===== src/hw/rtl/adri_pkg.sv =====
`timescale 1ns / 1ps
// ----------------------------------------------------------------------------
// adri_pkg
// Shared widths, codes and control types of the dead-reckoning integrator.
// ----------------------------------------------------------------------------
package adri_pkg;

    localparam int CAL_SAMPLES_DEF = 20;
    localparam int POS_SHIFT_DEF   = 20;

    localparam int ACC_W      = 16;
    localparam int T_W        = 32;
    localparam int POS_W      = 48;
    localparam int BSUM_W     = 22;
    localparam int CNT_W      = 7;
    localparam int AD_W       = 49;
    localparam int MUL_A_W    = 25;
    localparam int PROD_W     = 58;
    localparam int WIDE_W     = 84;
    localparam int CFG_IDX_W  = 2;
    localparam int CFG_DATA_W = 32;
    localparam int DZ_W       = 15;
    localparam int IDLE_W     = 29;

    // item function codes
    localparam logic [1:0] FUNC_CAL    = 2'd0;
    localparam logic [1:0] FUNC_MOTION = 2'd1;
    localparam logic [1:0] FUNC_SOFT   = 2'd2;
    localparam logic [1:0] FUNC_FULL   = 2'd3;

    // configuration register indexes
    localparam logic [CFG_IDX_W-1:0] CFG_DEAD_ZONE = 2'd0;
    localparam logic [CFG_IDX_W-1:0] CFG_IDLE_TO   = 2'd1;
    localparam logic [CFG_IDX_W-1:0] CFG_FINISH_TO = 2'd2;

    typedef logic [3:0] op_t;

    localparam op_t OP_NONE     = 4'd0;
    localparam op_t OP_LATCH    = 4'd1;
    localparam op_t OP_CAL_ADD  = 4'd2;
    localparam op_t OP_DIV_INIT = 4'd3;
    localparam op_t OP_DIV_STEP = 4'd4;
    localparam op_t OP_DIV_DONE = 4'd5;
    localparam op_t OP_FIRST    = 4'd6;
    localparam op_t OP_CLEAR    = 4'd7;
    localparam op_t OP_MUL_AD   = 4'd8;
    localparam op_t OP_VEL      = 4'd9;
    localparam op_t OP_K_HI     = 4'd10;
    localparam op_t OP_V_LO     = 4'd11;
    localparam op_t OP_V_HI     = 4'd12;
    localparam op_t OP_TERMS    = 4'd13;
    localparam op_t OP_ACCUM    = 4'd14;
    localparam op_t OP_LOAD_OUT = 4'd15;

    typedef struct packed {
        op_t        op;
        logic [1:0] axis;
    } cmd_t;

    typedef struct packed {
        logic [1:0] func;
        logic       awaiting;
        logic       cal_full;
        logic       cal_last;
        logic       out_free;
    } status_t;

endpackage


===== src/hw/rtl/adri_ctrl.sv =====
`timescale 1ns / 1ps
// ----------------------------------------------------------------------------
// adri_ctrl
// Sequencer: dispatches each item and steps the datapath through its ops.
// ----------------------------------------------------------------------------
module adri_ctrl
    import adri_pkg::*;
(
    input  logic    clk,
    input  logic    rst_n,
    input  logic    in_valid,
    output logic    in_ready,
    input  status_t status,
    output cmd_t    cmd
);

    localparam logic [3:0] S_IDLE     = 4'd0;
    localparam logic [3:0] S_DISPATCH = 4'd1;
    localparam logic [3:0] S_CAL      = 4'd2;
    localparam logic [3:0] S_DIV_INIT = 4'd3;
    localparam logic [3:0] S_DIV      = 4'd4;
    localparam logic [3:0] S_DIV_DONE = 4'd5;
    localparam logic [3:0] S_FIRST    = 4'd6;
    localparam logic [3:0] S_CLR      = 4'd7;
    localparam logic [3:0] S_MUL      = 4'd8;
    localparam logic [3:0] S_VEL      = 4'd9;
    localparam logic [3:0] S_KHI      = 4'd10;
    localparam logic [3:0] S_VLO      = 4'd11;
    localparam logic [3:0] S_VHI      = 4'd12;
    localparam logic [3:0] S_TERMS    = 4'd13;
    localparam logic [3:0] S_ACCUM    = 4'd14;
    localparam logic [3:0] S_FIN      = 4'd15;

    logic [3:0]    state_reg, state_next;
    logic [1:0]    axis_reg, axis_next;

    always_ff @(posedge clk or negedge rst_n)
    begin
        if (!rst_n)
        begin
            state_reg <= S_IDLE;
            axis_reg  <= '0;
        end
        else
        begin
            state_reg <= state_next;
            axis_reg  <= axis_next;
        end
    end

    assign in_ready = (state_reg == S_IDLE);

    always_comb
    begin
        state_next = state_reg;
        axis_next  = axis_reg;
        cmd.op     = OP_NONE;
        cmd.axis   = axis_reg;
        unique case (state_reg)
            S_IDLE:
            begin
                if (in_valid)
                begin
                    cmd.op     = OP_LATCH;
                    state_next = S_DISPATCH;
                end
            end
            S_DISPATCH:
            begin
                axis_next = '0;
                unique case (status.func)
                    FUNC_CAL:    state_next = S_CAL;
                    FUNC_MOTION: state_next = status.awaiting ? S_FIRST : S_MUL;
                    default:     state_next = S_CLR;
                endcase
            end
            S_CAL:
            begin
                if (status.cal_full)
                    state_next = S_FIN;
                else
                begin
                    cmd.op     = OP_CAL_ADD;
                    state_next = status.cal_last ? S_DIV_INIT : S_FIN;
                end
            end
            S_DIV_INIT:
            begin
                cmd.op     = OP_DIV_INIT;
                state_next = S_DIV;
            end
            S_DIV:
            begin
                // reciprocal multiply
                cmd.op     = OP_DIV_STEP;
                state_next = S_DIV_DONE;
            end
            S_DIV_DONE:
            begin
                cmd.op     = OP_DIV_DONE;
                state_next = S_FIN;
            end
            S_FIRST:
            begin
                cmd.op     = OP_FIRST;
                state_next = S_FIN;
            end
            S_CLR:
            begin
                cmd.op     = OP_CLEAR;
                state_next = S_FIN;
            end
            S_MUL:
            begin
                cmd.op     = OP_MUL_AD;
                state_next = S_VEL;
            end
            S_VEL:
            begin
                cmd.op     = OP_VEL;
                state_next = S_KHI;
            end
            S_KHI:
            begin
                cmd.op     = OP_K_HI;
                state_next = S_VLO;
            end
            S_VLO:
            begin
                cmd.op     = OP_V_LO;
                state_next = S_VHI;
            end
            S_VHI:
            begin
                cmd.op     = OP_V_HI;
                state_next = S_TERMS;
            end
            S_TERMS:
            begin
                cmd.op     = OP_TERMS;
                state_next = S_ACCUM;
            end
            S_ACCUM:
            begin
                cmd.op = OP_ACCUM;
                if (axis_reg == 2'd2)
                    state_next = S_FIN;
                else
                begin
                    axis_next  = axis_reg + 1'b1;
                    state_next = S_MUL;
                end
            end
            S_FIN:
            begin
                // wait for the result register to free up
                if (status.out_free)
                begin
                    cmd.op     = OP_LOAD_OUT;
                    state_next = S_IDLE;
                end
            end
            default: state_next = S_IDLE;
        endcase
    end

    a_accept_dispatch: assert property (@(posedge clk) disable iff (!rst_n)
        (in_valid && in_ready) |=> (state_reg == S_DISPATCH))
        else $error("accepted beat not dispatched");

    a_fin_to_idle: assert property (@(posedge clk) disable iff (!rst_n)
        (state_reg == S_FIN && status.out_free) |=> (state_reg == S_IDLE))
        else $error("result load did not return to idle");

    a_div_step: assert property (@(posedge clk) disable iff (!rst_n)
        (state_reg == S_DIV) |=> (state_reg == S_DIV_DONE))
        else $error("bias multiply did not complete in one step");

    a_axis_range: assert property (@(posedge clk) disable iff (!rst_n)
        (state_reg == S_ACCUM && axis_reg == 2'd2) |=> (state_reg == S_FIN))
        else $error("axis sweep did not finish after last axis");

endmodule


===== config.mk =====
export PLATFORM = sky130hd
export DESIGN_NAME = adri_ctrl
export DESIGN_NICKNAME = d
export VERILOG_FILES = /design/src/hw/rtl/adri_pkg.sv /design/src/hw/rtl/adri_ctrl.sv
export SDC_FILE = /design/constraint.sdc
export NUM_CORES = 1
export LEC_CHECK = 0
export ABC_AREA = 1
export BUFFER_PORTS_ARGS = -buffer_cell sky130_fd_sc_hd__buf_2
export CELL_PAD_IN_SITES_DETAIL_PLACEMENT = 1
export CELL_PAD_IN_SITES_GLOBAL_PLACEMENT = 1
export CORE_UTILIZATION = 30
export CTS_CLUSTER_SIZE = 25
export DETAILED_ROUTE_END_ITERATION = 6
export PLACE_DENSITY_LB_ADDON = 0.15
export SLEW_MARGIN = 0
export SYNTH_ARGS = -nofsm -noshare
export SYNTH_HDL_FRONTEND = slang
export SYNTH_SLANG_ARGS = --single-unit

===== constraint.sdc =====
create_clock -name clk -period 1.2 [get_ports clk]
set_clock_uncertainty 0.15 [all_clocks]
set_input_delay 0.12 -clock clk [delete_from_list [all_inputs] [get_ports clk]]
set_output_delay 0.12 -clock clk [all_outputs]
set_load 0.01 [all_outputs]

==> metrics.md <==
| Metric | Value |
|---|---|
| Max-cap violation count | `0` |
| Setup TNS | `-3.63 ns` |
| Post-Syn Area | `564 µm²` |
| Worst-Margin Slew | `0.509 ns` |
| Via/cell ratio | `5.38` |
| GRT Resource Usage Total | `a little over a quarter` |
| Final hold violation count | `0` |
| Post-synth EDFFs | `0` |
| CTS clock-pin slew for the worst setup and hold paths | `0.05 ns` |
| Max reg flops | `4` |
| Status | `complete, but fails checks` |
| Routed Antenna Nets | `0` |
| Largest cells by area after synthesis | `dfrtp_1, nand2_1, inv_1` |
| Cell Rows | `15` |
| CTS max path bufs | `2` |
| Syn Inst Count | `89` |
| RSZ-0062 raised after global routing | `true` |
| Yosys top cell area share | `roughly a quarter` |
| Drt pass-1 iters | `4` |
| Clock latency on the worst-skew pair | `about 0.26 ns` |
| Layout net count | `147` |
| Final wirelength | `2990 µm` |
| Setup violations, final | `11` |
| Vias in the first global route | `between 700 and 800` |
| Total die area | `2060 µm²` |
| Hold slack | `0.0702 ns` |
| HPWL after DPL | `1530 µm` |
| Die W | `between 40 and 50 µm` |
| CP Capture Type | `output pin` |
| CP arrival | `1.41 ns` |
| Layout cells sized above 1 | `around two thirds` |
| Synthesized flop and latch total | `6` |
| Ys async rst share | `100%` |
| Cells after DPL | `142` |
| H-tree levels | `1` |
| # DRC | `0` |
| Num CTS Buffers | `3` |
| Sequential fraction of the synthesis area | `a little over a quarter` |
| Synth area leader | `dfrtp_1` |
| Commonest cells post-synth | `nand2_1, inv_1, nor2_1` |
| WP data required | `0.93 ns` |
| Failing checks | `negative setup slack` |
| Initial antenna violation count | `0` |
| Post-synthesis area per instance | `6.34 µm²` |
| Hold/Removal Path Class | `primary input to async pin` |
| P_leak | `0.590 nW` |
| Slew headroom | `66.0%` |
| Wire per inst | `about 19 µm` |
| Post-synthesis net count | `between 90 and 100` |
| CTS root buf | `clkbuf_4` |
| Grt ovf | `0` |
| CP startpoint kind | `flip-flop` |
| Min Tclk post-route | `around 1.7 ns` |
| Yosys cell types | `20` |
| # diodes | `0` |
| Final Max Tran Viols | `0` |
| Ys Warns | `0` |
| WS Path Type | `flip-flop to output pin` |
| Final non-filler cell total | `161` |
| Maximum net fanout on the critical path | `5` |
| First-pass GRT wire length | `3760 µm` |
| Largest net degree at the start of global routing | `8` |
| Core area | `1750 µm²` |
| Starting Density | `32.3%` |
| Routed vias | `866` |
| PortBufs | `15` |
| DRT iter0 DRCs | `23` |
| Area Growth Syn to Fin | `96.0%` |
| Top_reg_cell synth | `dfrtp_1` |
| Max Clk Rate | `0.596 GHz` |
| PnR worst setup slack | `-0.478 ns` |
| IO Pins | `16` |
| Pre-CTS WS | `-0.237 ns` |
| Final period util | `140%` |
| TritonCTS clock tree | `yes` |
| Die H | `45.4 µm` |
| Num Clock Sinks | `6` |
| Power per cell area | `between 2000 and 3000 nW/µm²` |
| Max IR drop VDD | `1.42 mV` |
| Top-count cell post-synth | `nand2_1` |
| Routability cong. | `0.779` |
-- layer usage --
metal	global-route usage (%)	wire, µm	share of wire, %
met1	32.9	1150	38
met2	47.8	1570	52
met3	6.75	153	5.1
met4	3.64	126	4.2
met5	0	0	0
-- cell families (layout without fill, tap and decap cells) --
group / count (synthesis) / after routing / synth area share [%]
buffers and inverters: 16 / 63 / 12.0
AND/OR/NAND/NOR: 57 / 57 / 49.4
AO/OA/AOI/OAI: 9 / 9 / 9.76
adder cells (fa/ha/maj): 1 / 1 / 2.22
flip-flops: 6 / 6 / 26.6
-- what timing repair did --
action                     4_1_cts  5_1_grt
pin swaps                       14        9
setup endpoints to repair       11       11
gates resized for setup         31       24
setup buffers                   11        5
hold buffers                     1        0
hold endpoints to repair         6        0
gates cloned                     0        0
-- cell usage in the layout (no fill, tap or decap), drive strengths merged --
master       instances
o211ai               1
buf                 43
ha                   1
a21oi                2
dlygate4sd3          1
clkbuf               4
nand3               11
dfrtp                6
o21ai                5
nand4                2
nor3b                1
nor2                14
nand2               29
inv                 15
o2111ai              1
-- worst max-delay path: stages, from the launching register on --
cell and delay (ns):
dfrtp_2 0.49, inv_4 0.12, nand2_4 0.07, o211ai_1 0.19
nand3_1 0.11, buf_2 0.17
-- worst paths after layout --
| check | startpoint | endpoint | slack [ns] | depth (start not counted) |
|---|---|---|---|---|
| max | state_reg[2]$_DFFE_PN0P_ | cmd[3] | -0.48 | 5 |
| min | rst_n | state_reg[2]$_DFFE_PN0P_ | 0.07 | 2 |
| max reg2reg | state_reg[0]$_DFFE_PN0P_ | state_reg[0]$_DFFE_PN0P_ | -0.36 | 9 |
| min reg2reg | axis_reg[0]$_DFFE_PN0P_ | axis_reg[0]$_DFFE_PN0P_ | 0.43 | 3 |
| max in group asynchronous | rst_n | state_reg[0]$_DFFE_PN0P_ | 0.66 | 2 |
| min in group clk | status[1] | state_reg[3]$_DFFE_PN0P_ | 0.08 | 4 |
-- metrics by stage --
stage | area (µm²) | total power [mW] | utilization (%)
6_report | 1110 | 3.27 | 63.4
5_1_grt | 1110 | 3.42 | 63.4
4_1_cts | 992 | 2.72 | 56.8
3_5_place_dp | 779 | 1.97 | 44.7
3_3_place_gp | 779 | 1.91 | 44.7
2_1_floorplan | 579 | 1.34 | -
-- power breakdown --
part / switching [mW] / internal (mW)
Sequential: 0.246 / 0.308
Clock: 0.0895 / 0.127
Combinational: 1.34 / 1.16
-- cell type report --
type | count | area (µm²)
fillers | 230 | 639
multi-input cells | 67 | 493
repair buffers | 44 | 339
flip-flops and latches | 6 | 155
inverters | 15 | 61.3
well taps | 25 | 31.3
clock buffers | 4 | 26.3
No activity file was read; power rests on OpenSTA's default activity.
